==> src/sv/vup_pkg.sv <==
// Shared types, constants and helper functions of the VLAN/UDP PRBS frame generator.
package vup_pkg;

   // Frame geometry
   localparam int PAYLOAD_BYTES = 1467;
   localparam int HEADER_BYTES  = 46;
   localparam int FRAME_BYTES   = HEADER_BYTES + PAYLOAD_BYTES;
   localparam int PRBS_START    = HEADER_BYTES + 8;
   localparam int DTN_POS       = FRAME_BYTES - 1;
   localparam int POS_W         = $clog2(FRAME_BYTES);
   localparam int INDEX_W       = 11;

   // Length fields of the IPv4 and UDP headers
   localparam logic [15:0] IP_TOTAL_LEN = 16'(20 + 8 + PAYLOAD_BYTES);
   localparam logic [15:0] UDP_LEN      = 16'(8 + PAYLOAD_BYTES);

   // Fixed header bytes
   localparam logic [7:0]  MAC_MCAST_BYTE = 8'h03;
   localparam logic [7:0]  VLAN_TPID_HI   = 8'h81;
   localparam logic [7:0]  IPV4_TYPE_HI   = 8'h08;
   localparam logic [7:0]  IP_VER_IHL     = 8'h45;
   localparam logic [7:0]  IP_TTL         = 8'h01;
   localparam logic [7:0]  IP_PROTO_UDP   = 8'h11;
   localparam logic [7:0]  IP_MCAST_BYTE  = 8'hE0;
   // The constant part of the checksum sum overflows 16 bits, so it keeps its carries.
   localparam logic [17:0] CSUM_CONST     = 18'h04500 + 18'(IP_TOTAL_LEN) + 18'h00111
                                          + 18'h0E0E0;

   // PRBS-31
   localparam int          LFSR_W     = 31;
   localparam logic [30:0] SEED_RESET = 31'h7F3A2B01;

   // Register reset values
   localparam logic [15:0] LINK_ID_RESET     = 16'd161;
   localparam logic [11:0] VLAN_NUMBER_RESET = 12'd97;
   localparam logic [2:0]  VLAN_PRIO_RESET   = 3'd0;
   localparam logic [47:0] SOURCE_MAC_RESET  = 48'h020000000040;
   localparam logic [31:0] SOURCE_IP_RESET   = 32'h0A000000;
   localparam logic [15:0] UDP_PORT_RESET    = 16'd100;
   localparam logic [31:0] BASE_SEED_RESET   = 32'h7F3A2B01;

   // Register map
   localparam int CSR_DATA_W = 64;
   localparam int CSR_ADDR_W = 6;

   typedef enum logic [2:0] {
      REG_LINK_ID     = 3'd0,
      REG_VLAN_NUMBER = 3'd1,
      REG_VLAN_PRIO   = 3'd2,
      REG_SOURCE_MAC  = 3'd3,
      REG_SOURCE_IP   = 3'd4,
      REG_UDP_SRC     = 3'd5,
      REG_UDP_DST     = 3'd6,
      REG_BASE_SEED   = 3'd7
   } reg_index_type;

   typedef struct packed {
      logic [15:0] link_id;
      logic [11:0] vlan_number;
      logic [2:0]  vlan_prio;
      logic [47:0] source_mac;
      logic [31:0] source_ip;
      logic [15:0] udp_source_port;
      logic [15:0] udp_dest_port;
      logic [31:0] prbs_base_seed;
   } cfg_type;

   // Region of the frame that a byte falls into
   typedef enum logic [1:0] {
      KIND_HDR,
      KIND_SEQ,
      KIND_PRBS,
      KIND_DTN
   } kind_type;

   typedef struct packed {
      kind_type         kind;
      logic [POS_W-1:0] pos;
      logic             start;
      logic             last;
      logic [7:0]       seq_byte;
      logic [30:0]      seed;
      logic [7:0]       dtn;
   } entry_type;

   localparam int QUEUE_DEPTH = 4;
   localparam int QPTR_W      = $clog2(QUEUE_DEPTH);
   localparam int QCNT_W      = $clog2(QUEUE_DEPTH + 1);

   // PRBS seed of a frame: low 31 bits of base plus sequence, never zero.
   function automatic logic [30:0] seed_for(input logic [31:0] base, input logic [31:0] seq_lo);
      logic [31:0] sum;
      sum = base + seq_lo;
      return (sum[30:0] == 31'd0) ? 31'd1 : sum[30:0];
   endfunction

   // Frame counter byte: zero for sequence zero, else ((seq-1) mod 255)+1.
   // Since 256 is 1 mod 255, the byte sum folded with end-around carry
   // lands on 1..255 for any nonzero sequence.
   function automatic logic [7:0] dtn_for(input logic [63:0] seq);
      logic [10:0] sum;
      logic [8:0]  fold1;
      logic [8:0]  fold2;
      sum = 11'd0;
      for (int i = 0; i < 8; i++) begin
         sum = sum + 11'(seq[8*i +: 8]);
      end
      fold1 = 9'(sum[7:0]) + 9'(sum[10:8]);
      fold2 = 9'(fold1[7:0]) + 9'(fold1[8]);
      return fold2[7:0];
   endfunction

endpackage

==> src/sv/vup_if.sv <==
// Handshake channels for frame byte requests and generated bytes.
interface vup_req_if;
   logic        valid;
   logic        ready;
   logic        new_packet;
   logic [63:0] seq_value;

   modport source (output valid, output new_packet, output seq_value, input ready);
   modport sink   (input valid, input new_packet, input seq_value, output ready);
endinterface


==> src/sv/vup_front.sv <==
// Request side: tracks frame position and sequence, classifies each byte for the back end.
module vup_front import vup_pkg::*; (
   input  logic     clock,
   input  logic     reset,
   vup_req_if.sink  req_ch,
   input  cfg_type  cfg,
   input  logic     queue_full,
   output logic     push,
   output entry_type push_data
);

   logic [63:0]      frame_seq_ff, frame_seq_in;
   logic [POS_W-1:0] pos_ff, pos_in;
   logic [63:0]      seq_cur;
   logic [POS_W-1:0] pos_cur;
   logic             is_last;
   logic [2:0]       seq_off;

   assign req_ch.ready = !queue_full;
   assign push         = req_ch.valid && req_ch.ready;

   assign seq_cur = req_ch.new_packet ? req_ch.seq_value : frame_seq_ff;
   assign pos_cur = req_ch.new_packet ? '0 : pos_ff;
   assign is_last = (pos_cur == POS_W'(DTN_POS));
   assign seq_off = pos_cur[2:0] - 3'(HEADER_BYTES);

   always_comb begin
      push_data.pos      = pos_cur;
      push_data.start    = (pos_cur == '0);
      push_data.last     = is_last;
      push_data.seq_byte = seq_cur[8*seq_off +: 8];
      push_data.seed     = seed_for(cfg.prbs_base_seed, seq_cur[31:0]);
      push_data.dtn      = dtn_for(seq_cur);
      if (pos_cur < POS_W'(HEADER_BYTES)) begin
         push_data.kind = KIND_HDR;
      end else if (pos_cur < POS_W'(PRBS_START)) begin
         push_data.kind = KIND_SEQ;
      end else if (pos_cur < POS_W'(DTN_POS)) begin
         push_data.kind = KIND_PRBS;
      end else begin
         push_data.kind = KIND_DTN;
      end
   end

   always_comb begin
      frame_seq_in = frame_seq_ff;
      pos_in       = pos_ff;
      if (push) begin
         if (is_last) begin
            frame_seq_in = seq_cur + 64'd1;
            pos_in       = '0;
         end else begin
            frame_seq_in = seq_cur;
            pos_in       = pos_cur + POS_W'(1);
         end
      end
   end

   always_ff @(posedge clock) begin
      if (reset) begin
         frame_seq_ff <= '0;
         pos_ff       <= '0;
      end else begin
         frame_seq_ff <= frame_seq_in;
         pos_ff       <= pos_in;
      end
   end

   // A frame end always restarts at byte zero with the next sequence number.
   a_frame_wrap: assert property (@(posedge clock) disable iff (reset)
      push && is_last |=> pos_ff == '0 && frame_seq_ff == $past(seq_cur) + 64'd1)
      else $error("frame did not wrap to the next sequence");

endmodule

==> src/flat_wrapper.sv <==
// flat-port wrapper written by rule: the top's interface ports become plain ports
module vup_front_flat import vup_pkg::*;
  (clock, reset, cfg, queue_full, push, push_data, req_ch_valid, req_ch_new_packet, req_ch_seq_value, req_ch_ready);
  vup_req_if req_ch_i ();
  input  logic clock;
  input  logic reset;
  input  cfg_type cfg;
  input  logic queue_full;
  output logic push;
  output entry_type push_data;
  input wire logic [$bits(req_ch_i.valid)-1:0] req_ch_valid;
  input wire logic [$bits(req_ch_i.new_packet)-1:0] req_ch_new_packet;
  input wire logic [$bits(req_ch_i.seq_value)-1:0] req_ch_seq_value;
  output wire logic [$bits(req_ch_i.ready)-1:0] req_ch_ready;
  assign req_ch_i.valid = req_ch_valid;
  assign req_ch_i.new_packet = req_ch_new_packet;
  assign req_ch_i.seq_value = req_ch_seq_value;
  assign req_ch_ready = req_ch_i.ready;
  vup_front u_core (.clock(clock), .reset(reset), .req_ch(req_ch_i), .cfg(cfg), .queue_full(queue_full), .push(push), .push_data(push_data));
endmodule
==> config.mk <==
export PLATFORM = sky130hd
export DESIGN_NAME = vup_front_flat
export DESIGN_NICKNAME = d
export VERILOG_FILES = /design/src/sv/vup_pkg.sv /design/src/sv/vup_if.sv /design/src/sv/vup_front.sv /design/src/flat_wrapper.sv
export SDC_FILE = /design/constraint.sdc
export NUM_CORES = 1
export LEC_CHECK = 0
export BUFFER_PORTS_ARGS = -buffer_cell sky130_fd_sc_hd__buf_2
export CAP_MARGIN = 20
export CORE_ASPECT_RATIO = 1.4
export CORE_MARGIN = 5
export CORE_UTILIZATION = 58
export DETAILED_ROUTE_END_ITERATION = 8
export HOLD_SLACK_MARGIN = 0.02
export PLACE_DENSITY_LB_ADDON = 0.05
export SLEW_MARGIN = 10
export SYNTH_ARGS = -nofsm -noshare
export SYNTH_HDL_FRONTEND = slang
export SYNTH_SLANG_ARGS = --single-unit
==> constraint.sdc <==
create_clock -name clock -period 17 [get_ports clock]
set_clock_uncertainty 0.1 [all_clocks]
set_input_delay 1.7 -clock clock [delete_from_list [all_inputs] [get_ports clock]]
set_output_delay 1.7 -clock clock [all_outputs]
set_load 0.01 [all_outputs]
==> results.toml <==
[floorplanning]
core_mm2 = 0.0166
die-area_mm2 = 0.0195
io_pins = 308
die_x_um = 119
die_h_um = 163
rows = 56
start_util_pct = 58.6

[critical_path]
rrSetupSlack_ns = 11.58
cp_slowest_cell = "buf_4"
rr_worst_depth = 12
crit_fanout = 65
r2r-start = "u_core.pos_ff[0]$_SDFFE_PP0P_"
crit_top_cell = "inv_1"
slowest_delay_ns = 0.70
r2r-end = "u_core.frame_seq_ff[53]$_SDFFE_PP0P_"
cp-end-kind = "primary output"
critPathLaunchType = "input pin"
path_class = "in2out"
crit_arrival_ns = 11.12
crit_required_ns = 15.20

[hold_path]
holdPathEnd = "u_core.pos_ff[1]$_SDFFE_PP0P_"
holdPathStages = 2
min_from = "u_core.pos_ff[1]$_SDFFE_PP0P_"
worst_hold_path_type = "reg2reg"

[clock_network]
cts_buffers = 9
numClockSinks = 75
clk-insertion-delay-late_ns = 0.35
clock_path_buffers = 2
htree_levels = 3
cts_tree = "built"
clk_root_buffer_cell = "clkbuf_16"
clk_pin_slew_worst_paths_ns = 0.07
post_cts_buffers = 0
post_cts_resized = 0
hold_buffers = 0

[place]
portBuffers = 163
gp_congestion = 0.934
hpwl_um = 25400

[sta]
slew_headroom_pct = 16.8
fmax_ghz = 0.0774
finalSetupViolations = 0
period_minus_slack_ns = 12.92
finalCritPeriodShare_pct = 76.0
worst_pin_slew_ns = 1.22
report.final.hold_viol_count = 0
rsz0062_at_grt = "no"
tns_ns = 0
slew_viol_final = 0

[routing]
totalWireLength_um = 32300
drt_iter0_markers = 745
met3WireLength_um = 2290
top_layer = "met4"
routedLengthMet1_um = 12800
num_vias = 9978
dr.pass1.iters = 6
drtAntennaViolNets = 0
wl_met2_um = 15400
drc = 0
viasPerCell = 6.11
drt-wirelength-per-cell_um = 19.8

[run_status]
status = "complete, no violations"

[finish]
nNetsFinal = 1774
num_antenna_cells = 0
area_growth_pct = 12.1
nFillCells = 1565
drive_gt1_share_pct = 16.7
utilization_pct = 65.7
multi_input_area_mm2 = 0.00751
ff_latch_area_mm2 = 0.00150

[power_and_ir_drop]
p_sw_share_pct = 46.4
p_int_w = 0.000709
peakVddDrop_mv = 0.393
switching_power_w = 0.000615
powerDensity_mw_per_mm2 = 121
pwr-share-clk_pct = 16.9
p_leak_nw = 4.95
p_seq_share_pct = 14.1
combPwrFrac_pct = 69.0
power_w = 0.00132

[yosys]
synth-seq-area-share_pct = 15.4
syn_area_mm2 = 0.00973
syn_avg_cell_area_um2 = 7.46
synth_warnings = 0
syn-instance-count = 1304
async_reset_ff_share_pct = 0
ys_dominant_reg_cell = "dfxtp_1"
synth_cell_types = 86
syn_nets = 1652
synth_seq_cells = 75
synth_edf_count = 0

[global_route]
antenna_found_initial = 0
grt_pass1_wl_um = 50300
grt_max_degree = 81
grt_pass1_vias = 9592
track_usage_pct = 32.4
grt-ovfl-total = 0

[job]
maxCapViolCount = 0
flip-flops by register name (all words and copies together), names as in the netlist:
name                 count
u_core.pos_ff           11
u_core.frame_seq_ff     64
layer usage:
layer / track usage, % / vias up
met5: 0 / -
met4: 16.6 / 0
met3: 5.02 / 100
met2: 54.9 / 426
met1: 39.7 / 4650
li1: - / 4802
critical path, delay by kind of cell:
kind,cells,cell delay (ns)
AOI/OAI and AO/OA,9,1.25
xor gates and xnor gates,3,0.64
adders and majority gates,10,3.82
buffers and inverters,9,1.98
muxes,1,0.58
and+or+nand+nor,8,1.09
area by class of cell:
class	count	share of cell area, %
clock inverters	6	0.860
clock buffers	10	2.19
inverters	113	3.89
repair buffers	173	8.19
multi-input cells	1054	68.8
flip-flops and latches	75	13.8
well taps	203	2.33
power groups by stage:
stage	Combinational, W	Clock (W)	Sequential, W
final	0.000914	0.000224	0.000187
after global routing	0.00103	0.000231	0.000187
after CTS	0.000917	0.000223	0.000187
after detailed placement	0.000905	0	0.000191
after global placement	0.000892	0	0.000190
after floorplan	0.000664	0	0.000188
layout by cell type, fill, tap and decap left out, types with 16 or more instances in the layout:
master    netlist  routed
xor2_1         25      25
nand3b_1       22      22
nand3_1        49      49
o21ai_0        57      57
buf_2          10     162
fa_1           41      41
nand4_1        17      17
inv_1         111     111
nor2_1         94      94
and3_1         18      18
ha_1           63      63
dfxtp_1        75      75
nand2_1       167     166
nor3_1         23      23
mux2_2         17      17
a21o_1         23      23
xnor2_1        65      65
nor2b_1        16      16
a21oi_1       131     131
mux2i_1        45      45
cells by family (layout without fill, tap and decap cells):
logic type                 Yosys count  in the layout  share of synthesized area (%)
DFF                                 75             75                           15.4
adders and majority gates          105            105                           16.6
buffers and inverters              175            302                           7.46
xor gates and xnor gates            90             90                           8.10
muxes                               67             67                           7.66
AOI/OAI and AO/OA                  302            302                           19.3
and+or+nand+nor                    490            490                           25.4
through the flow:
| step | worst slack [ns] | cells | hold slack (ns) | cell area, um^2 |
|---|---|---|---|---|
| 2_1_floorplan | 5.42 | 1304 | 0.327 | 9730 |
| 3_3_place_gp | 4.27 | 1618 | 0.334 | 10600 |
| 3_5_place_dp | 4.18 | 1618 | 0.341 | 10600 |
| 4_1_cts | 4.14 | 1634 | 0.351 | 10900 |
| 5_1_grt | 3.28 | 1634 | 0.374 | 10900 |
| 6_report | 4.08 | 1634 | 0.349 | 10900 |
cells in the mapped netlist (all sizes together) (18+ instances only):
master  number  area (um^2)
a21o        23          173
a21oi      131          656
and3        18          113
buf         26          166
clkbuf      36          135
dfxtp       75         1500
fa          41          821
ha          63          788
inv        113          424
mux2i       46          464
nand2      169          639
nand3       50          255
nand3b      22          165
nor2        95          359
nor3        26          151
o21ai       61          305
xnor2       65          569
xor2        25          219
worst max-delay path by stage:
stage,startpoint,to,cells past startpoint
final,req_ch_new_packet,push_data[7],40
after global routing,req_ch_new_packet,push_data[7],40
after CTS,req_ch_new_packet,push_data[7],40
after detailed placement,req_ch_new_packet,push_data[7],40
after global placement,req_ch_new_packet,push_data[7],40
after floorplan,req_ch_new_packet,push_data[7],40
Note: power is estimated with default switching activity, not from simulation.
