[config.mk]
export PLATFORM = sky130hd
export DESIGN_NAME = vup_queue
export DESIGN_NICKNAME = d
export VERILOG_FILES = /design/src/sv/vup_pkg.sv /design/src/sv/vup_queue.sv
export SDC_FILE = /design/constraint.sdc
export NUM_CORES = 1
export LEC_CHECK = 0
export BUFFER_PORTS_ARGS = -buffer_cell sky130_fd_sc_hd__buf_2
export CAP_MARGIN = 10
export CORE_ASPECT_RATIO = 0.9
export CORE_UTILIZATION = 61
export CTS_CLUSTER_DIAMETER = 40
export CTS_CLUSTER_SIZE = 10
export DETAILED_ROUTE_END_ITERATION = 7
export HOLD_SLACK_MARGIN = 0.06
export PLACE_DENSITY_LB_ADDON = 0.1
export SYNTH_ARGS = -nofsm -noshare
export SYNTH_HDL_FRONTEND = slang
export SYNTH_SLANG_ARGS = --single-unit
export TNS_END_PERCENT = 50
[constraint.sdc]
create_clock -name clock -period 3.65 [get_ports clock]
set_clock_uncertainty 0.05 [all_clocks]
set_input_delay 0.365 -clock clock [delete_from_list [all_inputs] [get_ports clock]]
set_output_delay 0.365 -clock clock [all_outputs]
set_load 0.005 [all_outputs]
[src/sv/vup_pkg.sv]
// Shared types, constants and helper functions of the VLAN/UDP PRBS frame generator.
package vup_pkg;

   // Frame geometry
   localparam int PAYLOAD_BYTES = 1467;
   localparam int HEADER_BYTES  = 46;
   localparam int FRAME_BYTES   = HEADER_BYTES + PAYLOAD_BYTES;
   localparam int PRBS_START    = HEADER_BYTES + 8;
   localparam int DTN_POS       = FRAME_BYTES - 1;
   localparam int POS_W         = $clog2(FRAME_BYTES);
   localparam int INDEX_W       = 11;

   // Length fields of the IPv4 and UDP headers
   localparam logic [15:0] IP_TOTAL_LEN = 16'(20 + 8 + PAYLOAD_BYTES);
   localparam logic [15:0] UDP_LEN      = 16'(8 + PAYLOAD_BYTES);

   // Fixed header bytes
   localparam logic [7:0]  MAC_MCAST_BYTE = 8'h03;
   localparam logic [7:0]  VLAN_TPID_HI   = 8'h81;
   localparam logic [7:0]  IPV4_TYPE_HI   = 8'h08;
   localparam logic [7:0]  IP_VER_IHL     = 8'h45;
   localparam logic [7:0]  IP_TTL         = 8'h01;
   localparam logic [7:0]  IP_PROTO_UDP   = 8'h11;
   localparam logic [7:0]  IP_MCAST_BYTE  = 8'hE0;
   // The constant part of the checksum sum overflows 16 bits, so it keeps its carries.
   localparam logic [17:0] CSUM_CONST     = 18'h04500 + 18'(IP_TOTAL_LEN) + 18'h00111
                                          + 18'h0E0E0;

   // PRBS-31
   localparam int          LFSR_W     = 31;
   localparam logic [30:0] SEED_RESET = 31'h7F3A2B01;

   // Register reset values
   localparam logic [15:0] LINK_ID_RESET     = 16'd161;
   localparam logic [11:0] VLAN_NUMBER_RESET = 12'd97;
   localparam logic [2:0]  VLAN_PRIO_RESET   = 3'd0;
   localparam logic [47:0] SOURCE_MAC_RESET  = 48'h020000000040;
   localparam logic [31:0] SOURCE_IP_RESET   = 32'h0A000000;
   localparam logic [15:0] UDP_PORT_RESET    = 16'd100;
   localparam logic [31:0] BASE_SEED_RESET   = 32'h7F3A2B01;

   // Register map
   localparam int CSR_DATA_W = 64;
   localparam int CSR_ADDR_W = 6;

   typedef enum logic [2:0] {
      REG_LINK_ID     = 3'd0,
      REG_VLAN_NUMBER = 3'd1,
      REG_VLAN_PRIO   = 3'd2,
      REG_SOURCE_MAC  = 3'd3,
      REG_SOURCE_IP   = 3'd4,
      REG_UDP_SRC     = 3'd5,
      REG_UDP_DST     = 3'd6,
      REG_BASE_SEED   = 3'd7
   } reg_index_type;

   typedef struct packed {
      logic [15:0] link_id;
      logic [11:0] vlan_number;
      logic [2:0]  vlan_prio;
      logic [47:0] source_mac;
      logic [31:0] source_ip;
      logic [15:0] udp_source_port;
      logic [15:0] udp_dest_port;
      logic [31:0] prbs_base_seed;
   } cfg_type;

   // Region of the frame that a byte falls into
   typedef enum logic [1:0] {
      KIND_HDR,
      KIND_SEQ,
      KIND_PRBS,
      KIND_DTN
   } kind_type;

   typedef struct packed {
      kind_type         kind;
      logic [POS_W-1:0] pos;
      logic             start;
      logic             last;
      logic [7:0]       seq_byte;
      logic [30:0]      seed;
      logic [7:0]       dtn;
   } entry_type;

   localparam int QUEUE_DEPTH = 4;
   localparam int QPTR_W      = $clog2(QUEUE_DEPTH);
   localparam int QCNT_W      = $clog2(QUEUE_DEPTH + 1);

   // PRBS seed of a frame: low 31 bits of base plus sequence, never zero.
   function automatic logic [30:0] seed_for(input logic [31:0] base, input logic [31:0] seq_lo);
      logic [31:0] sum;
      sum = base + seq_lo;
      return (sum[30:0] == 31'd0) ? 31'd1 : sum[30:0];
   endfunction

   // Frame counter byte: zero for sequence zero, else ((seq-1) mod 255)+1.
   // Since 256 is 1 mod 255, the byte sum folded with end-around carry
   // lands on 1..255 for any nonzero sequence.
   function automatic logic [7:0] dtn_for(input logic [63:0] seq);
      logic [10:0] sum;
      logic [8:0]  fold1;
      logic [8:0]  fold2;
      sum = 11'd0;
      for (int i = 0; i < 8; i++) begin
         sum = sum + 11'(seq[8*i +: 8]);
      end
      fold1 = 9'(sum[7:0]) + 9'(sum[10:8]);
      fold2 = 9'(fold1[7:0]) + 9'(fold1[8]);
      return fold2[7:0];
   endfunction

endpackage

[src/sv/vup_queue.sv]
// Short queue of classified items between the front and the back end.
module vup_queue import vup_pkg::*; (
   input  logic      clock,
   input  logic      reset,
   input  logic      push,
   input  entry_type push_data,
   output logic      full,
   input  logic      pop,
   output entry_type pop_data,
   output logic      empty
);

   entry_type         slots_ff [QUEUE_DEPTH];
   logic [QPTR_W-1:0] wr_ptr_ff, wr_ptr_in;
   logic [QPTR_W-1:0] rd_ptr_ff, rd_ptr_in;
   logic [QCNT_W-1:0] count_ff, count_in;

   assign full     = (count_ff == QCNT_W'(QUEUE_DEPTH));
   assign empty    = (count_ff == '0);
   assign pop_data = slots_ff[rd_ptr_ff];

   always_comb begin
      wr_ptr_in = push ? wr_ptr_ff + QPTR_W'(1) : wr_ptr_ff;
      rd_ptr_in = pop  ? rd_ptr_ff + QPTR_W'(1) : rd_ptr_ff;
      count_in  = count_ff + QCNT_W'(push) - QCNT_W'(pop);
   end

   always_ff @(posedge clock) begin
      if (reset) begin
         wr_ptr_ff <= '0;
         rd_ptr_ff <= '0;
         count_ff  <= '0;
      end else begin
         wr_ptr_ff <= wr_ptr_in;
         rd_ptr_ff <= rd_ptr_in;
         count_ff  <= count_in;
      end
      if (push) begin
         slots_ff[wr_ptr_ff] <= push_data;
      end
   end

   a_count_bound: assert property (@(posedge clock) disable iff (reset)
      count_ff <= QCNT_W'(QUEUE_DEPTH) && !(pop && empty))
      else $error("queue over- or underflow");

endmodule

==> results of run 1 <==
## flip-flops by register name, indices dropped and copies added, names as in the netlist, named ones only
signal / count
wr_ptr_ff: 2
count_ff: 3
rd_ptr_ff: 2
slots_ff: 248
## cells by family (layout without fill, tap and decap cells)
group / after synthesis / count (layout) / synth area share [%]
AND/OR/NAND/NOR: 14 / 14 / 0.794
buffers and inverters: 20 / 251 / 1.98
AO/OA/AOI/OAI: 2 / 2 / 0.159
multiplexers: 63 / 63 / 15.0
XOR/XNOR: 3 / 3 / 0.437
adder cells (fa/ha/maj): 7 / 7 / 1.01
flip-flops: 257 / 257 / 80.7
## per-stage QoR
| step | power, mW | std cells | setup slack (ns) | util, % | hold WS [ns] |
|---|---|---|---|---|---|
| after floorplan | 3.85 | 366 | 1.17 | - | 0.387 |
| after global placement | 4.05 | 682 | 1.30 | 68.5 | 0.455 |
| after detailed placement | 4.07 | 682 | 1.28 | 68.5 | 0.464 |
| after CTS | 7.25 | 795 | 0.754 | 79.8 | 0.0945 |
| after global routing | 7.42 | 795 | 0.659 | 79.8 | 0.126 |
| final | 7.20 | 795 | 0.846 | 79.8 | 0.124 |
## layer usage
layer	up-vias	share of wire [%]	GRT usage (%)	wire (um)
li1	1992	-	-	-
met3	26	5.6	4.99	960
met4	0	1.8	7.32	307
met1	2322	41	30.5	7040
met2	155	52	38.1	8960
met5	-	0	0	0
## area by class of cell
class	count	area, um2	area share [%]
sequential	257	7630	64.1
multi-input combinational	89	1650	13.9
timing repair buffer	194	1290	10.8
clock buffer	43	948	7.96
tap	198	248	2.08
clock inverter	8	119	0.998
inverter	6	22.5	0.189
## power by group through the flow
stage,clock [mW],combinational [mW],sequential (mW)
floorplan,0,0.363,3.48
global placement,0,0.523,3.53
detailed placement,0,0.538,3.54
CTS,3.18,0.598,3.48
global route,3.29,0.637,3.49
finish,3.13,0.589,3.48
## worst max path at each step
stage / start / end / slack, ns / depth (start not counted)
3_5_place_dp: register / pop_data[42] / 1.28 / 3
6_report: register / pop_data[44] / 0.85 / 3
2_1_floorplan: wr_ptr_ff[0] / slots_ff[2][0] / 1.17 / 3
5_1_grt: register / pop_data[44] / 0.66 / 3
4_1_cts: register / pop_data[38] / 0.75 / 3
3_3_place_gp: register / pop_data[6] / 1.30 / 3
## placed cells by master, fill, tap and decap left out, drive strengths merged
cell type	count
clkbuf	43
fa	1
a21bo	1
nor3	1
a21oi	1
ha	6
bufinv	3
and2	4
edfxtp	248
mux2i	1
dfxtp	9
and3	1
nor2	5
xnor2	2
xor3	1
nor2b	2
dlygate4sd3	62
clkinvlp	2
nand3b	1
inv	6
buf	132
clkinv	3
mux4	62
## worst register-to-register path: cells and delay by family (launching register included)
family | cells | cell delay, ns
fa+ha+maj | 3 | 0.83
buf+inv | 2 | 0.11
xor+xnor | 1 | 0.36
simple gates | 1 | 0.11
flops | 1 | 0.34
## timing repair
| item | 4_1_cts | 5_1_grt |
|---|---|---|
| endpoints found under the setup margin | 0 | 0 |
| hold buffers | 62 | 0 |
| endpoints found under the hold margin | 247 | 0 |
==> reports/results.md, run 1 <==
| Metric | Reported | Unit |
|:---|:---|:---|
| Status | completed | - |
| Required time of the critical path | 3.23 | ns |
| Count of buffer and inverter cells on the critical path | 2 | - |
| Worst R2R Path Depth | 7 | - |
| RePlAce Congestion | 0.664 | - |
| Worst setup slack for register-to-register paths | 1.79 | ns |
| Net switching share of the total power | 20.1 | % |
| Peak supply drop | 0.544 | mV |
| Hold Path Depth | 2 | - |
| Max FO, Critical Path | 33 | - |
| Startpoint of the lowest-slack hold path | reset | - |
| Clk root buf | sky130_fd_sc_hd__clkbuf_16 | - |
| Net Sw Power | 1.45 | mW |
| Class of the worst hold path | primary input to register | - |
| Global routing usage summed across all routing layers | 22.8 | % |
| CP Class | register to output pin | - |
| Post-Syn Area per Cell | 25.8 | um2 |
| Crit start category | register | - |
| Yosys synthesis warning count | 0 | - |
| Seq cells post-synth | 257 | - |
| Combinational fraction of design power | 8.2 | % |
| Endpoint of the most critical register-to-register path | count_ff[2] | - |
| Area of the die | 0.0160 | mm2 |
| Routed Antenna Nets | 0 | - |
| Synth Instances | 366 | - |
| Critical path's largest stage delay | 0.77 | ns |
| Antenna fix cells | 0 | - |
| Layout fillers | 779 | - |
| Clock buffer depth | 3 | - |
| Number of design-rule violations left by the first detailed-router iteration | 234 | - |
| Sink Count | 257 | - |
| Post-detailed-placement half-perimeter wirelength | 8590 | um |
| Share of post-route cells with drive strength above 1 | 40.7 | % |
| Startpoint of the worst register-to-register path | count_ff[0] | - |
| Ratio of final minimum period to clock period | 76.8 | % |
| Power per standard cell area | 604 | mW/mm2 |
| Clock-pin slew of the registers on the worst-case setup and hold paths | 0.05 | ns |
| Cell Area, Placed | 0.0102 | mm2 |
| Dominant cells by area after synthesis | sky130_fd_sc_hd__edfxtp_1 79%, sky130_fd_sc_hd__mux4_2 14%, sky130_fd_sc_hd__dfxtp_1 1.9%, sky130_fd_sc_hd__buf_12 1.3%, sky130_fd_sc_hd__ha_1 0.79% | - |
| Asr flop ratio synth | 0 | % |
| Total leakage power | 4.14 | nW |
| Worst-Skew Late Latency | 0.49 | ns |
| TritonCTS buffer count | 34 | - |
| Total via count after detailed routing | 4495 | - |
| Routed wirelength normalized by instance count | 21.7 | um |
| Cell type group with the largest total delay on the critical path | flip-flops | - |
| Clk pwr share | 43.5 | % |
| Most instantiated cells after synthesis | 248 x sky130_fd_sc_hd__edfxtp_1, 60 x sky130_fd_sc_hd__mux4_2, 9 x sky130_fd_sc_hd__dfxtp_1 | - |
| Most instantiated flip-flop cell in the synthesis netlist | sky130_fd_sc_hd__edfxtp_1 | - |
| Wire length of the first global-routing pass | 26500 | um |
| Number of gates given a new drive strength after cts | 0 | - |
| Category of the worst setup path capture point | output pin | - |
| Crit path max-delay cell type | sky130_fd_sc_hd__dfxtp_4 | - |
| Worst relative slew slack | 36.5 | % |
| Unrepaired setup endpoints after global routing | no | - |
| Starting density of the core | 63.4 | % |
| Yosys top cell area share | 78.8 | % |
| Synth Net Count | 439 | - |
| Final setup vio count | 0 | - |
| Max Cap Viol | 0 | - |
| End point of the worst hold path | wr_ptr_ff[0] | - |
| Buffer count from post-CTS setup fixing | 0 | - |
| Arrival time worst endpoint | 2.39 | ns |
| Die X | 133 | um |
| Crit path time final | 2.80 | ns |
| Number of library cell types mapped by synthesis | 22 | - |
| Core Region | 0.0149 | mm2 |
| Aggregate routed wire length | 17300 | um |
| Fin area | 0.0119 | mm2 |
| Slew Viols, Final | 0 | - |
| Antenna violations before repair | 0 | - |
| Leading cell type by number of instances after synthesis | sky130_fd_sc_hd__edfxtp_1 | - |
| Seq/Total Area, Yosys | 80.7 | % |
| Total negative slack for setup checks | 0 | ns |
| Global-route congestion overflow total | 0 | - |
| IO Count | 130 | - |
| Fin. Hold Viols | 0 | - |
| Register share of total power | 48.3 | % |
| Count of unresolved DRC violations after routing | 0 | - |
| Number of enable flip-flop cells after synthesis | 248 | - |
| Mean number of vias per cell | 5.65 | - |
| Area of the mapped netlist | 0.00946 | mm2 |
| Number of input and output port buffers inserted | 129 | - |
| Drt first pass iters | 4 | - |
| Number of rows in the core area | 42 | - |
| Number of nets in the final layout | 655 | - |
| Maximum achievable frequency | 357 | MHz |
| Cell type contributing the most total cell area after synthesis | sky130_fd_sc_hd__edfxtp_1 | - |
| Pin count of the biggest net entering global routing | 63 | - |
| CTS tree | done | - |
| Area overhead of the layout relative to synthesis | 26.0 | % |
| Htree depth | 2 | - |
| Die height | 120 | um |
| Vias in the first global route | 4914 | - |
| Transition time of the tightest slew-check pin | 0.953 | ns |
| Ordered cell list for the critical path | buf_4 -> mux4_2 -> buf_2 | - |
| Internal Dissipation | 5.75 | mW |
No activity file was read; power rests on OpenSTA's default activity.
==> run 2: changes to the inputs <==
--- a/config.mk
+++ b/config.mk
@@ -8,7 +8,7 @@
 export BUFFER_PORTS_ARGS = -buffer_cell sky130_fd_sc_hd__buf_2
 export CAP_MARGIN = 10
 export CORE_ASPECT_RATIO = 0.9
-export CORE_UTILIZATION = 61
+export CORE_UTILIZATION = 51
 export CTS_CLUSTER_DIAMETER = 40
 export CTS_CLUSTER_SIZE = 10
 export DETAILED_ROUTE_END_ITERATION = 7
==> constraint.sdc (replaced) <==
create_clock -name clock -period 2.4 [get_ports clock]
set_clock_uncertainty 0.05 [all_clocks]
set_input_delay 0.24 -clock clock [delete_from_list [all_inputs] [get_ports clock]]
set_output_delay 0.24 -clock clock [all_outputs]
set_load 0.005 [all_outputs]
==> reports/results.md, run 2 (synthesis gave the netlist of run 1 again) <==
| Metric | Reported | Unit |
|:---|:---|:---|
| Slew Viols, Final | 0 | - |
| Routed Antenna Nets | 0 | - |
| Aggregate routed wire length | 16700 | um |
| Clk root buf | sky130_fd_sc_hd__clkbuf_16 | - |
| Most common cell after layout, fill and taps aside | sky130_fd_sc_hd__edfxtp_1 | - |
| Area of the die | 0.0191 | mm2 |
| Number of flip-flops under the largest register name | 248 | - |
| Fin. Hold Viols | 0 | - |
| Clock buffer depth | 3 | - |
| Core Region | 0.0179 | mm2 |
| Sink Count | 257 | - |
| Worst-Skew Late Latency | 0.52 | ns |
| Total leakage power | 4.19 | nW |
| Pin count of the biggest net entering global routing | 38 | - |
| Die height | 131 | um |
| Largest registers | slots_ff (248), count_ff (3) | - |
| Layout fillers | 1179 | - |
| Global-route congestion overflow total | 0 | - |
| Wire length of the first global-routing pass | 26200 | um |
| Starting density of the core | 52.8 | % |
| Max FO, Critical Path | 18 | - |
| Share of post-route cells with drive strength above 1 | 41.1 | % |
| Unrepaired setup endpoints after global routing | no | - |
| CTS tree | done | - |
| Transition time of the tightest slew-check pin | 0.371 | ns |
| Max Cap Viol | 0 | - |
| Mean number of vias per cell | 5.26 | - |
| Crit start category | register | - |
| Total via count after detailed routing | 4508 | - |
| Class of the worst hold path | primary input to register | - |
| Number of rows in the core area | 46 | - |
| Drt first pass iters | 4 | - |
| Worst relative slew slack | 75.3 | % |
| Cell Area, Placed | 0.0105 | mm2 |
| Vias in the first global route | 4948 | - |
| Htree depth | 1 | - |
| Ratio of final minimum period to clock period | 92.5 | % |
| Clock-pin slew of the registers on the worst-case setup and hold paths | 0.05 | ns |
| Arrival time worst endpoint | 1.93 | ns |
| Number of nets in the final layout | 673 | - |
| CP Class | register to output pin | - |
| Number of input and output port buffers inserted | 129 | - |
| Peak supply drop | 0.583 | mV |
| Startpoint of the lowest-slack hold path | push_data[30] | - |
| Number of gates given a new drive strength after cts | 0 | - |
| Area overhead of the layout relative to synthesis | 27.6 | % |
| IO Count | 130 | - |
| Non-filler cells, final | 857 | - |
| Count of unresolved DRC violations after routing | 0 | - |
| Die X | 146 | um |
| Category of the worst setup path capture point | output pin | - |
| Required time of the critical path | 2.11 | ns |
| Startpoint of the worst register-to-register path | count_ff[0] | - |
| Most frequent cells in the layout | 248 x sky130_fd_sc_hd__edfxtp_1, 129 x sky130_fd_sc_hd__buf_2, 66 x sky130_fd_sc_hd__dlygate4sd3_1 | - |
| Power per standard cell area | 853 | mW/mm2 |
| Top register by number of flip-flops | slots_ff | - |
| Status | completed | - |
| Final setup vio count | 0 | - |
| Cell count after placement | 736 | - |
| Routed wirelength normalized by instance count | 19.5 | um |
| Fin area | 0.0121 | mm2 |
| Maximum achievable frequency | 451 | MHz |
| TritonCTS buffer count | 31 | - |
| Post-detailed-placement half-perimeter wirelength | 9750 | um |
| Crit path time final | 2.22 | ns |
| Global routing usage summed across all routing layers | 18.0 | % |
| RePlAce Congestion | 0.696 | - |
| Number of design-rule violations left by the first detailed-router iteration | 262 | - |
| Antenna violations before repair | 1 | - |
[run 2: changes by cell type in the layout (fill, tap and decap cells not counted), sizes merged]
cell	before	now
buf	132	149
clkbuf	43	44
dlygate4sd3	62	66
diode	0	1
bufinv	3	1
clkinvlp	2	1
[run 2: routing by layer]
layer	global-route usage [%]	vias up	part of all wire (%)
met5	0	-	0
met4	4.80	0	1.7
met3	4.72	26	5.7
met2	31.7	127	52
met1	22.3	2335	41
li1	-	2020	-
[run 2: repair_timing]
action,CTS,global route
endpoints found under the hold margin,257,0
endpoints found under the setup margin,15,0
hold buffers,66,0
buffers inserted,5,0
[run 2: report_power, final]
group / internal (mW) / switching, mW
combinational: 0.564 / 0.447
clock: 2.48 / 1.57
sequential: 5.16 / 0.0711
total: 8.20 / 2.09
[run 2: layout make-up]
type / instances / area, um2 / share of cell area, %
flip-flops and latches: 257 / 7630 / 63.3
clock buffers: 44 / 835 / 6.92
inverters: 6 / 22.5 / 0.187
clock inverters: 5 / 52.6 / 0.436
repair buffers: 215 / 1570 / 13.0
well taps: 240 / 300 / 2.49
multi-input cells: 89 / 1650 / 13.7
diodes: 1 / 2.50 / 0.0207
[run 2: worst max-delay path, stage by stage (launching register included)]
cell and delay (ns):
sky130_fd_sc_hd__dfxtp_4 0.39, sky130_fd_sc_hd__buf_12 0.12, sky130_fd_sc_hd__buf_12 0.19, sky130_fd_sc_hd__mux4_2 0.54, sky130_fd_sc_hd__buf_2 0.14
[run 2: worst paths after layout]
path                endpoint  slack (ns)  cells after the start
max             pop_data[44]        0.18                      4
min          slots_ff[2][30]        0.40                      2
max reg2reg      count_ff[2]        0.61                      7
min reg2reg         register        0.50                      2
[run 2: stage by stage]
| step | setup TNS, ns | setup WS (ns) | util (%) | total power, mW | hold WS, ns |
|---|---|---|---|---|---|
| 2_1_floorplan | -7.50 | -0.0605 | - | 5.85 | 0.262 |
| 5_1_grt | 0 | 0.101 | 67.4 | 10.7 | 0.402 |
| 4_1_cts | 0 | 0.140 | 67.4 | 10.4 | 0.385 |
| 3_5_place_dp | 0 | 0.539 | 58.4 | 6.24 | 0.405 |
| 3_3_place_gp | 0 | 0.546 | 58.4 | 6.21 | 0.398 |
| 6_report | 0 | 0.180 | 67.4 | 10.3 | 0.404 |
