`src/sv/vup_pkg.sv`:
```
// Shared types, constants and helper functions of the VLAN/UDP PRBS frame generator.
package vup_pkg;

   // Frame geometry
   localparam int PAYLOAD_BYTES = 1467;
   localparam int HEADER_BYTES  = 46;
   localparam int FRAME_BYTES   = HEADER_BYTES + PAYLOAD_BYTES;
   localparam int PRBS_START    = HEADER_BYTES + 8;
   localparam int DTN_POS       = FRAME_BYTES - 1;
   localparam int POS_W         = $clog2(FRAME_BYTES);
   localparam int INDEX_W       = 11;

   // Length fields of the IPv4 and UDP headers
   localparam logic [15:0] IP_TOTAL_LEN = 16'(20 + 8 + PAYLOAD_BYTES);
   localparam logic [15:0] UDP_LEN      = 16'(8 + PAYLOAD_BYTES);

   // Fixed header bytes
   localparam logic [7:0]  MAC_MCAST_BYTE = 8'h03;
   localparam logic [7:0]  VLAN_TPID_HI   = 8'h81;
   localparam logic [7:0]  IPV4_TYPE_HI   = 8'h08;
   localparam logic [7:0]  IP_VER_IHL     = 8'h45;
   localparam logic [7:0]  IP_TTL         = 8'h01;
   localparam logic [7:0]  IP_PROTO_UDP   = 8'h11;
   localparam logic [7:0]  IP_MCAST_BYTE  = 8'hE0;
   // The constant part of the checksum sum overflows 16 bits, so it keeps its carries.
   localparam logic [17:0] CSUM_CONST     = 18'h04500 + 18'(IP_TOTAL_LEN) + 18'h00111
                                          + 18'h0E0E0;

   // PRBS-31
   localparam int          LFSR_W     = 31;
   localparam logic [30:0] SEED_RESET = 31'h7F3A2B01;

   // Register reset values
   localparam logic [15:0] LINK_ID_RESET     = 16'd161;
   localparam logic [11:0] VLAN_NUMBER_RESET = 12'd97;
   localparam logic [2:0]  VLAN_PRIO_RESET   = 3'd0;
   localparam logic [47:0] SOURCE_MAC_RESET  = 48'h020000000040;
   localparam logic [31:0] SOURCE_IP_RESET   = 32'h0A000000;
   localparam logic [15:0] UDP_PORT_RESET    = 16'd100;
   localparam logic [31:0] BASE_SEED_RESET   = 32'h7F3A2B01;

   // Register map
   localparam int CSR_DATA_W = 64;
   localparam int CSR_ADDR_W = 6;

   typedef enum logic [2:0] {
      REG_LINK_ID     = 3'd0,
      REG_VLAN_NUMBER = 3'd1,
      REG_VLAN_PRIO   = 3'd2,
      REG_SOURCE_MAC  = 3'd3,
      REG_SOURCE_IP   = 3'd4,
      REG_UDP_SRC     = 3'd5,
      REG_UDP_DST     = 3'd6,
      REG_BASE_SEED   = 3'd7
   } reg_index_type;

   typedef struct packed {
      logic [15:0] link_id;
      logic [11:0] vlan_number;
      logic [2:0]  vlan_prio;
      logic [47:0] source_mac;
      logic [31:0] source_ip;
      logic [15:0] udp_source_port;
      logic [15:0] udp_dest_port;
      logic [31:0] prbs_base_seed;
   } cfg_type;

   // Region of the frame that a byte falls into
   typedef enum logic [1:0] {
      KIND_HDR,
      KIND_SEQ,
      KIND_PRBS,
      KIND_DTN
   } kind_type;

   typedef struct packed {
      kind_type         kind;
      logic [POS_W-1:0] pos;
      logic             start;
      logic             last;
      logic [7:0]       seq_byte;
      logic [30:0]      seed;
      logic [7:0]       dtn;
   } entry_type;

   localparam int QUEUE_DEPTH = 4;
   localparam int QPTR_W      = $clog2(QUEUE_DEPTH);
   localparam int QCNT_W      = $clog2(QUEUE_DEPTH + 1);

   // PRBS seed of a frame: low 31 bits of base plus sequence, never zero.
   function automatic logic [30:0] seed_for(input logic [31:0] base, input logic [31:0] seq_lo);
      logic [31:0] sum;
      sum = base + seq_lo;
      return (sum[30:0] == 31'd0) ? 31'd1 : sum[30:0];
   endfunction

   // Frame counter byte: zero for sequence zero, else ((seq-1) mod 255)+1.
   // Since 256 is 1 mod 255, the byte sum folded with end-around carry
   // lands on 1..255 for any nonzero sequence.
   function automatic logic [7:0] dtn_for(input logic [63:0] seq);
      logic [10:0] sum;
      logic [8:0]  fold1;
      logic [8:0]  fold2;
      sum = 11'd0;
      for (int i = 0; i < 8; i++) begin
         sum = sum + 11'(seq[8*i +: 8]);
      end
      fold1 = 9'(sum[7:0]) + 9'(sum[10:8]);
      fold2 = 9'(fold1[7:0]) + 9'(fold1[8]);
      return fold2[7:0];
   endfunction

endpackage

```
`src/sv/vup_csr.sv`:
```
// Configuration registers with APB-style access and the IPv4 header checksum.
module vup_csr import vup_pkg::*; (
   input  logic                  clock,
   input  logic                  reset,
   input  logic                  psel,
   input  logic                  penable,
   input  logic                  pwrite,
   input  logic [CSR_ADDR_W-1:0] paddr,
   input  logic [CSR_DATA_W-1:0] pwdata,
   output logic [CSR_DATA_W-1:0] prdata,
   output logic                  pready,
   output cfg_type               cfg,
   output logic [15:0]           ip_csum
);

   cfg_type       cfg_ff, cfg_in;
   logic [15:0]   csum_ff, csum_in;
   reg_index_type reg_sel;
   logic          wr_en;
   logic [18:0]   csum_sum;
   logic [16:0]   csum_fold1;
   logic [16:0]   csum_fold2;

   assign pready  = 1'b1;
   assign reg_sel = reg_index_type'(paddr[5:3]);
   assign wr_en   = psel && penable && pwrite && pready;

   always_comb begin
      cfg_in = cfg_ff;
      if (wr_en) begin
         unique case (reg_sel)
            REG_LINK_ID:     cfg_in.link_id         = pwdata[15:0];
            REG_VLAN_NUMBER: cfg_in.vlan_number     = pwdata[11:0];
            REG_VLAN_PRIO:   cfg_in.vlan_prio       = pwdata[2:0];
            REG_SOURCE_MAC:  cfg_in.source_mac      = pwdata[47:0];
            REG_SOURCE_IP:   cfg_in.source_ip       = pwdata[31:0];
            REG_UDP_SRC:     cfg_in.udp_source_port = pwdata[15:0];
            REG_UDP_DST:     cfg_in.udp_dest_port   = pwdata[15:0];
            REG_BASE_SEED:   cfg_in.prbs_base_seed  = pwdata[31:0];
            default:         cfg_in = cfg_ff;
         endcase
      end
   end

   always_comb begin
      unique case (reg_sel)
         REG_LINK_ID:     prdata = CSR_DATA_W'(cfg_ff.link_id);
         REG_VLAN_NUMBER: prdata = CSR_DATA_W'(cfg_ff.vlan_number);
         REG_VLAN_PRIO:   prdata = CSR_DATA_W'(cfg_ff.vlan_prio);
         REG_SOURCE_MAC:  prdata = CSR_DATA_W'(cfg_ff.source_mac);
         REG_SOURCE_IP:   prdata = CSR_DATA_W'(cfg_ff.source_ip);
         REG_UDP_SRC:     prdata = CSR_DATA_W'(cfg_ff.udp_source_port);
         REG_UDP_DST:     prdata = CSR_DATA_W'(cfg_ff.udp_dest_port);
         REG_BASE_SEED:   prdata = CSR_DATA_W'(cfg_ff.prbs_base_seed);
         default:         prdata = '0;
      endcase
   end

   // Ones-complement header checksum; two end-around folds bring the sum into 16 bits.
   always_comb begin
      csum_sum   = 19'(CSUM_CONST) + 19'(cfg_ff.source_ip[31:16])
                 + 19'(cfg_ff.source_ip[15:0]) + 19'(cfg_ff.link_id);
      csum_fold1 = 17'(csum_sum[15:0]) + 17'(csum_sum[18:16]);
      csum_fold2 = 17'(csum_fold1[15:0]) + 17'(csum_fold1[16]);
      csum_in    = ~csum_fold2[15:0];
   end

   always_ff @(posedge clock) begin
      if (reset) begin
         cfg_ff.link_id         <= LINK_ID_RESET;
         cfg_ff.vlan_number     <= VLAN_NUMBER_RESET;
         cfg_ff.vlan_prio       <= VLAN_PRIO_RESET;
         cfg_ff.source_mac      <= SOURCE_MAC_RESET;
         cfg_ff.source_ip       <= SOURCE_IP_RESET;
         cfg_ff.udp_source_port <= UDP_PORT_RESET;
         cfg_ff.udp_dest_port   <= UDP_PORT_RESET;
         cfg_ff.prbs_base_seed  <= BASE_SEED_RESET;
      end else begin
         cfg_ff <= cfg_in;
      end
      csum_ff <= csum_in;
   end

   assign cfg     = cfg_ff;
   assign ip_csum = csum_ff;

endmodule

```
`config.mk`:
```
export PLATFORM = sky130hd
export DESIGN_NAME = vup_csr
export DESIGN_NICKNAME = d
export VERILOG_FILES = /design/src/sv/vup_pkg.sv /design/src/sv/vup_csr.sv
export SDC_FILE = /design/constraint.sdc
export NUM_CORES = 1
export LEC_CHECK = 0
export BUFFER_PORTS_ARGS = -buffer_cell sky130_fd_sc_hd__buf_4
export CAP_MARGIN = 30
export CORE_UTILIZATION = 47
export DETAILED_ROUTE_END_ITERATION = 10
export PLACE_DENSITY = 0.78
export SYNTH_ARGS = -nofsm -noshare
export SYNTH_HDL_FRONTEND = slang
export SYNTH_SLANG_ARGS = --single-unit
```
`constraint.sdc`:
```
create_clock -name clock -period 6.7 [get_ports clock]
set_input_delay 1.34 -clock clock [delete_from_list [all_inputs] [get_ports clock]]
set_output_delay 1.34 -clock clock [all_outputs]
set_load 0.005 [all_outputs]
```
==> impl_summary.md, run 1 <==
Yosys
The primary flip-flop cell chosen by synthesis mapping is sky130_fd_sc_hd__dfxtp_1. In the synthesized netlist, the cells that appear most often are sky130_fd_sc_hd__nand2_1 (376), sky130_fd_sc_hd__dfxtp_1 (191), sky130_fd_sc_hd__a21oi_1 (168). Sequential elements use 37.7% of the synthesized area.

Among all cell types in the netlist, the one instantiated most often is sky130_fd_sc_hd__nand2_1. The synthesized instance count is 1318. The summed instance area of the synthesized netlist is 10100 um^2. The library cell occupying the most area in the post-synthesis netlist is sky130_fd_sc_hd__dfxtp_1.

Ranked by total cell area, the synthesized netlist is headed by sky130_fd_sc_hd__dfxtp_1 (38%), sky130_fd_sc_hd__nand2_1 (14%), sky130_fd_sc_hd__a21oi_1 (8.3%), sky130_fd_sc_hd__ha_1 (4.4%), sky130_fd_sc_hd__fa_1 (3.6%). The warning count from the yosys run is 0. The share of flip-flops with an asynchronous set or reset after synthesis is 0%. The unique cell type count in the Yosys netlist is 72.

The average cell area after synthesis is 7.69 um^2. Summed over its instances, the top area cell type makes up 37.7% of the synthesized netlist area. The synthesized design contains 0 enable-type register cells. The synthesis-stage register bit count is 191.

Placed design
The count of buffers added on input and output ports is 294. The detailed placement HPWL is 25900 um. Before CTS, the worst setup slack after placement is -0.280 ns. The routability congestion estimate from global placement is 0.958. The cell area after placement is 12900 um^2.

Route
The aggregate routed wire length is 35500 um. In the routed layout, each cell is associated on average with a via count of 5.51. The via count of the routed design is 10600. The number of design rule violations left after detail routing is 0. The antenna violation net count after detailed routing is 0.

The iteration count of the initial detailed-routing pass is 6. The post-detailed-route wirelength per cell is 18.5 um. The first routing iteration left 1037 violations.

Status
The flow ran to the end, but the final reports show violations. The checks that failed: negative setup slack.

Timing
The post-route clock skew is 0.0130 ns. Setup repair after global routing could not meet its margin everywhere. The worst setup slack after layout is -0.0210 ns. In this run the tightest slew margin relative to its limit is 31.4%. The fmax is 149 MHz.

The number of hold violations in the final report is 0. The final max-slew violation count is 0. The smallest clock period supported by the final layout is computed as 6.72 ns. The share of the clock period used by the worst path is 100%. The slew at the pin closest to its max-slew limit is 1.03 ns. Setup violations remaining at the end of the flow were counted as 1.

Setup path
The startpoint of the worst-slack reg-to-reg timing path is cfg[82]$_SDFFE_PP0P_. The number of buffers and inverters on the critical path is 4. STA classifies the critical path startpoint as a flip-flop. The peak fanout along the critical path is 3.

The gate family responsible for the most delay along the worst path is simple AND/OR/NAND/NOR gates. The type of the worst setup path is flip-flop to flip-flop. The largest individual stage delay along the critical path comes from the cell sky130_fd_sc_hd__or4b_4. The reg2reg setup slack is -0.02 ns.

The required time at the worst-slack endpoint is 7.02 ns. The most numerous cell type found on the critical path is sky130_fd_sc_hd__inv_2. On the worst path, the slowest cell contributes a delay of 0.57 ns.

The nature of the critical path endpoint is a flip-flop. STA puts the critical path data arrival time at 7.04 ns. The number of cells on the worst reg-to-reg path is 32. The endpoint identified for the worst register-to-register timing path is ip_csum[15]$_DFF_P_.

Final layout
The net total in the final layout is 1759. The combined area of the multi-input logic cells is 5810 um^2. Of the cells placed in the final design, the portion with a size suffix greater than 1 is 29.0%. The diode insertion count for antenna repair is 0. The register cell area after layout is 3830 um^2. After filler insertion, the fill cell instance count of the layout stands at 1767. The final non-filler cell area is 13800 um^2. From synthesis to final layout, the design area changed by 35.7%.

Min path
The worst hold path stage count is 2. The endpoint with the worst hold slack is cfg[33]$_SDFFE_PP0P_. The worst min-delay path class is flip-flop to flip-flop. The hold path startpoint is cfg[33]$_SDFFE_PP0P_.

Global route
The first global-routing pass estimated 53600 um of wire. The maximum number of pins on one net before global-route repair is 102. The initial antenna violation count came to 0.

Global routing used 31.5% of the available tracks. The via count of the first global-routing pass is 9817. Summed over all layers, the global routing overflow is 0.

Floorplanning
The floorplan step set the die width to 149 um. The floorplan core area is 21100 um^2. The full die area is 22200 um^2. The starting density of the core is 48.1%. The number of I/O pins is 331.

From bottom edge to top edge, the die measures 149 um. The floorplan row count is 53.

Job
The tool flagged a number of max-cap violations equal to 0.

CTS
In this run the clock root is driven by a sky130_fd_sc_hd__clkbuf_16. The quantity of hold-fixing buffers added after cts is 0. The number of H-tree levels is 4. After clock tree synthesis, the clock-pin slew on the worst setup and hold paths is 0.07 ns. The TritonCTS clock tree is built.

The clock drives 191 sinks. Clock latency on the worst-skew pair, taken at its later pin, is 0.45 ns. The longest clock path from root to sink contains 2 buffers. Counting the buffers created by CTS gives 17.

Pwr
The analysis attributes to cell leakage a power of 6.10 nW. The total power divided by cell area is 177 nW/um^2. VDD sags by at most 163 uV.
worst max path at each step:
stage,from,end,slack (ns),cells past startpoint
after global placement,cfg[82]$_SDFFE_PP0P_,ip_csum[15]$_DFF_P_,-0.12,32
after CTS,cfg[66]$_SDFFE_PP0P_,ip_csum[15]$_DFF_P_,0.004,33
final,cfg[82]$_SDFFE_PP0P_,ip_csum[15]$_DFF_P_,-0.02,32
after detailed placement,cfg[82]$_SDFFE_PP0P_,ip_csum[15]$_DFF_P_,-0.28,32
after global routing,cfg[66]$_SDFFE_PP0P_,ip_csum[15]$_DFF_P_,-0.34,32
after floorplan,cfg[66]$_SDFFE_PP0P_,ip_csum[15]$_DFF_P_,0.005,33
sequential cells by signal, indices dropped and copies added, names as in the netlist:
| register | flops |
|---|---|
| cfg | 175 |
| ip_csum | 16 |
worst min-delay path, cell delays in order (launching register included):
cell and delay [ns]:
sky130_fd_sc_hd__dfxtp_1 0.32, sky130_fd_sc_hd__nand2_1 0.05, sky130_fd_sc_hd__a21oi_1 0.05
cell type report:
type / instances / area share, %
clock inverter: 14 / 1.20
sequential: 191 / 27.8
tap: 275 / 2.50
multi-input combinational: 960 / 42.2
inverter: 83 / 2.27
timing repair buffer: 377 / 20.8
clock buffer: 18 / 3.12
through the flow:
| stage | util, % | std cells | power [mW] | setup TNS (ns) | hold WS (ns) |
|---|---|---|---|---|---|
| floorplan | - | 1333 | 1.32 | 0 | 0.460 |
| global placement | 61.2 | 1871 | 1.42 | -0.227 | 0.454 |
| detailed placement | 61.4 | 1873 | 1.43 | -1.34 | 0.461 |
| CTS | 64.6 | 1913 | 2.44 | 0 | 0.473 |
| global route | 65.2 | 1918 | 2.51 | -1.87 | 0.493 |
| finish | 65.2 | 1918 | 2.44 | -0.0210 | 0.469 |
kinds of logic (layout without fill, tap and decap cells):
group,after synthesis,count (layout),share of synthesized area [%]
AND/OR/NAND/NOR,534,534,23.3
AO/OA/AOI/OAI,282,282,16.3
flip-flops,191,191,37.7
buffers and inverters,182,492,7.46
adder cells (fa/ha/maj),54,54,8.00
multiplexers,41,41,4.33
XOR/XNOR,32,32,2.77
other,2,17,0.0741
layout by cell type, fill, tap and decap left out, types with 5 or more instances in the layout:
| master | Yosys | final |
|---|---|---|
| sky130_fd_sc_hd__a21o_1 | 7 | 7 |
| sky130_fd_sc_hd__a22oi_1 | 7 | 7 |
| sky130_fd_sc_hd__o21ai_0 | 45 | 42 |
| sky130_fd_sc_hd__nand2b_1 | 5 | 5 |
| sky130_fd_sc_hd__conb_1 | 2 | 17 |
| sky130_fd_sc_hd__and3_1 | 26 | 25 |
| sky130_fd_sc_hd__a21oi_2 | 1 | 5 |
| sky130_fd_sc_hd__inv_2 | 0 | 9 |
| sky130_fd_sc_hd__xnor2_1 | 20 | 18 |
| sky130_fd_sc_hd__inv_1 | 82 | 73 |
| sky130_fd_sc_hd__buf_4 | 17 | 374 |
| sky130_fd_sc_hd__nand3b_1 | 29 | 29 |
| sky130_fd_sc_hd__mux2i_1 | 36 | 36 |
| sky130_fd_sc_hd__xor2_1 | 12 | 11 |
| sky130_fd_sc_hd__nor2_1 | 37 | 35 |
| sky130_fd_sc_hd__nand2_1 | 376 | 376 |
| sky130_fd_sc_hd__clkbuf_16 | 0 | 17 |
| sky130_fd_sc_hd__a31oi_1 | 8 | 7 |
| sky130_fd_sc_hd__nor3_1 | 13 | 8 |
| sky130_fd_sc_hd__nand3_1 | 15 | 14 |
| sky130_fd_sc_hd__ha_1 | 36 | 31 |
| sky130_fd_sc_hd__a21oi_1 | 168 | 164 |
| sky130_fd_sc_hd__fa_1 | 18 | 15 |
| sky130_fd_sc_hd__nor3_2 | 1 | 6 |
| sky130_fd_sc_hd__dfxtp_1 | 191 | 188 |
repair_timing:
action                     4_1_cts  5_1_grt
pin swaps                        9       14
gates cloned                     0        0
setup endpoints to repair        8       10
resized for setup               10       19
hold endpoints to repair         0        0
setup buffers                    8        4
metal layers:
metal,share of wire (%),track usage [%],wire length [um]
met5,0,0,0
met4,4.5,16.1,1610
met3,9.0,7.22,3200
met2,48,52.1,17100
met1,38,38.3,13600
power breakdown:
group	leakage (nW)	total (mW)	internal, mW	switching, mW
combinational	4.27	0.253	0.105	0.148
clock	0.288	1.03	0.505	0.522
sequential	1.54	1.16	1.15	0.00934
total	6.10	2.44	1.76	0.679
No activity file was read; power rests on OpenSTA's default activity.
==> run 2, diff against run 1 <==
--- a/config.mk
+++ b/config.mk
@@ -7,9 +7,11 @@
 export LEC_CHECK = 0
 export BUFFER_PORTS_ARGS = -buffer_cell sky130_fd_sc_hd__buf_4
 export CAP_MARGIN = 30
-export CORE_UTILIZATION = 47
+export CELL_PAD_IN_SITES_DETAIL_PLACEMENT = 1
+export CELL_PAD_IN_SITES_GLOBAL_PLACEMENT = 1
+export CORE_UTILIZATION = 33
 export DETAILED_ROUTE_END_ITERATION = 10
-export PLACE_DENSITY = 0.78
+export PLACE_DENSITY_LB_ADDON = 0.1
 export SYNTH_ARGS = -nofsm -noshare
 export SYNTH_HDL_FRONTEND = slang
 export SYNTH_SLANG_ARGS = --single-unit
==> run 2 against run 1 <==
  * The flow still finishes with violations (negative setup slack)
  * Global-route usage shrank 3.1 points
  * Clock skew decreased by 0.0019 ns
  * Final area increased by 4.0%
  * Critical path depth grew 1
  * Critical path type unchanged
  * Via count rose by 1.9%
  * Final cell count rose by 8.9%
  * Register-to-register slack lost 0.29 ns
  * Worst setup slack got worse by 0.29 ns
  * Sequential power about the same
  * Worst hold slack improved by 0.0054 ns
  * Clock power is essentially flat
==> impl_summary.md, run 2 (same netlist as run 1, synthesis figures left out) <==
Final layout
In the layout the commonest cells are sky130_fd_sc_hd__buf_4 (430), sky130_fd_sc_hd__nand2_1 (376), sky130_fd_sc_hd__dfxtp_1 (189). The register with the most flip-flops in the layout has 175 of them. The final standard cell utilization of the core is 47.7%. The layout overhead on the synthesized area is 41.1%.

The ratio of cells with drive above 1 in the final layout is 31.1%. The net total in the final layout is 1815. The most common library cell in the layout ignoring fill and taps is sky130_fd_sc_hd__buf_4.

CTS
TritonCTS built the clock tree. The quantity of hold-fixing buffers added after cts is 0. CTS placed an instance of sky130_fd_sc_hd__clkbuf_16 at the clock tree root. TritonCTS created 17 clock buffers. The number of sinks on the clock net is 191.

The clock-pin slew reported for the worst setup and hold paths after clock tree synthesis is 0.07 ns. The H-tree generated during clock tree synthesis spans 4 levels. The clock latency on the worst-skew pair is 0.45 ns. The deepest clock path buffer count is 2.

Floorplanning
For this design the top-level I/O count stands at 331. From bottom edge to top edge, the die measures 177 um. The full die area is 31400 um^2. Row generation in the floorplan step produced 63 rows.

From left edge to right edge, the die measures 177 um. The core region is 30000 um^2. The starting density of the core is 33.8%.

Setup path
At the worst endpoint, the arrival time is 7.34 ns. On the critical path, the stage with the largest delay is an instance of sky130_fd_sc_hd__or4b_4. The worst setup path is launched from a flip-flop. The type of the worst setup path is flip-flop to flip-flop. The cell repeated most along the worst path is sky130_fd_sc_hd__a21oi_2.

The number of cells on the worst reg-to-reg path is 33. Along the worst path, the maximum fanout reaches 3. The required time at the worst-slack endpoint is 7.03 ns.

The nature of the critical path endpoint is a flip-flop. For this run, the slowest stage of the critical path takes 0.56 ns.

Timing
For the final routed database, the setup TNS stands at -1.92 ns. The final max-slew violation count was 0. The number of hold violations in the final report came to 0. In the post-route analysis, the smallest setup slack over all paths is -0.309 ns. The post-route minimum period is 7.01 ns. The fmax is 143 MHz.

In the finished design, the share of the clock period the worst path needs comes to 105%. The total setup violations reported at the end of the flow is 10. At the pin with the least slew margin, the transition time is 0.909 ns. The relative slew slack is 39.4%.

Setup repair after global routing could not meet its margin everywhere. The post-route clock skew is 0.0111 ns.

Route
The mean number of vias per cell is 5.16. The number of design rule violations left after detail routing is 0. For this block, the via count after detailed routing is 10800.

The antenna violation net count after detailed routing is 0. In the final routed layout, each cell accounts on average for 21.5 um. The aggregate routed wire length is 44900 um. The iteration-0 DRC count of the detailed router is 664. The pre-antenna-repair detailed-routing pass consisted of 5 iterations.

Global route
Entering global routing, the biggest net connects 72 pins. The via count of the first global-routing pass came to 11100. The first global-routing pass estimated 66800 um of wire. The global-route congestion overflow total is 0.

For met2 alone, demand over resource in global routing was 46.7%. The initial antenna violation count came to 1. The met3 track demand over resource in global routing is 7.47%.

After global routing, the most crowded layer is met2. For this run, global-route usage on met1 was measured as 35.7%. The all-layer global routing usage is 28.5%.

Min path
The worst min-delay path class is flip-flop to flip-flop. Counting instances, the worst hold path has a depth of 2.

Placed design
The routability congestion estimate from global placement is 0.845. The number of port buffers is 294. The detailed placement HPWL is 31900 um.

Job
Across the run, the number of max-cap violations was 0.

Status
The final reports fail on negative setup slack. The run finished, with violations left.

Pwr
The total power divided by cell area is 172 nW/um^2. Per report_power, the clock group accounts for 41.7% of the total. The internal power of the cells totals 1.79 mW. Summed over all nets, the switching power comes to 0.665 mW. Net switching is 27.1% of the power. The leakage power summed over all cells is 6.38 nW. The combinational cell fraction of total power is 11.2%. The share of power burned in registers is 47.1%.

The largest vdd supply drop is 171 uV.
## run 2: cell count changes in the layout (fill, tap and decap cells not counted), moves of 2 or more
cell	delta
sky130_fd_sc_hd__buf_4	+56
sky130_fd_sc_hd__inv_2	-5
sky130_fd_sc_hd__clkinv_8	-4
sky130_fd_sc_hd__inv_1	+4
sky130_fd_sc_hd__clkbuf_8	+2
sky130_fd_sc_hd__clkinv_2	+2
sky130_fd_sc_hd__clkinvlp_4	+2
sky130_fd_sc_hd__inv_8	-2
sky130_fd_sc_hd__nand2b_1	-2
sky130_fd_sc_hd__nand2b_4	+2
sky130_fd_sc_hd__nor3_2	-2
sky130_fd_sc_hd__nor3_4	+2
## run 2: stage by stage
stage	std cells	setup slack [ns]	cell area [um^2]	hold WS (ns)	power (mW)
finish	2088	-0.309	14300	0.474	2.46
floorplan	1333	0.00495	10300	0.460	1.32
CTS	2076	-0.0434	14100	0.474	2.47
detailed placement	2013	-0.477	13300	0.465	1.45
global placement	2011	-0.325	13200	0.459	1.44
global route	2087	-0.600	14300	0.502	2.55
## run 2: power groups by stage
| stage | clock [mW] | sequential (mW) | combinational (mW) |
|---|---|---|---|
| CTS | 1.04 | 1.16 | 0.268 |
| detailed placement | 0 | 1.18 | 0.262 |
| finish | 1.02 | 1.16 | 0.275 |
| global placement | 0 | 1.18 | 0.257 |
| global route | 1.09 | 1.16 | 0.295 |
| floorplan | 0 | 1.18 | 0.133 |
## run 2: worst max-delay path, delay by kind of cell, from the launching register on
kind,cells,cell delay [ns]
XOR/XNOR,2,0.38
flip-flops,1,0.36
AO/OA/AOI/OAI,12,2.01
buffers and inverters,5,0.43
adder cells (fa/ha/maj),5,1.70
AND/OR/NAND/NOR,9,2.02
## run 2: worst paths after layout
path | slack, ns | from | endpoint
worst max-delay path | -0.31 | cfg[66]$_SDFFE_PP0P_ | ip_csum[15]$_DFF_P_
worst min-delay path | 0.47 | cfg[151]$_SDFFE_PP0P_ | cfg[151]$_SDFFE_PP0P_
worst max register to register | -0.31 | cfg[66]$_SDFFE_PP0P_ | ip_csum[15]$_DFF_P_
worst min register to register | 0.47 | cfg[151]$_SDFFE_PP0P_ | cfg[151]$_SDFFE_PP0P_
## run 2: cell type report
class,instances,area (um^2)
Antenna cell,1,2.50
Clock buffer,19,453
Clock inverter,11,108
Fill cell,3733,15700
Inverter,83,314
Multi-Input combinational cell,960,5840
Sequential cell,191,3830
Tap cell,390,488
Timing Repair Buffer,433,3270
## run 2: timing repair
action / CTS / global route
pin swaps: 4 / 5
setup endpoints to repair: 11 / 13
setup buffers: 33 / 11
gates resized for setup: 15 / 16
## run 2: layer usage
layer / vias up / share of wire (%)
met3: 51 / 6.8
met5: - / 0
met1: 5314 / 43
met4: 0 / 2.8
li1: 5081 / -
met2: 335 / 48
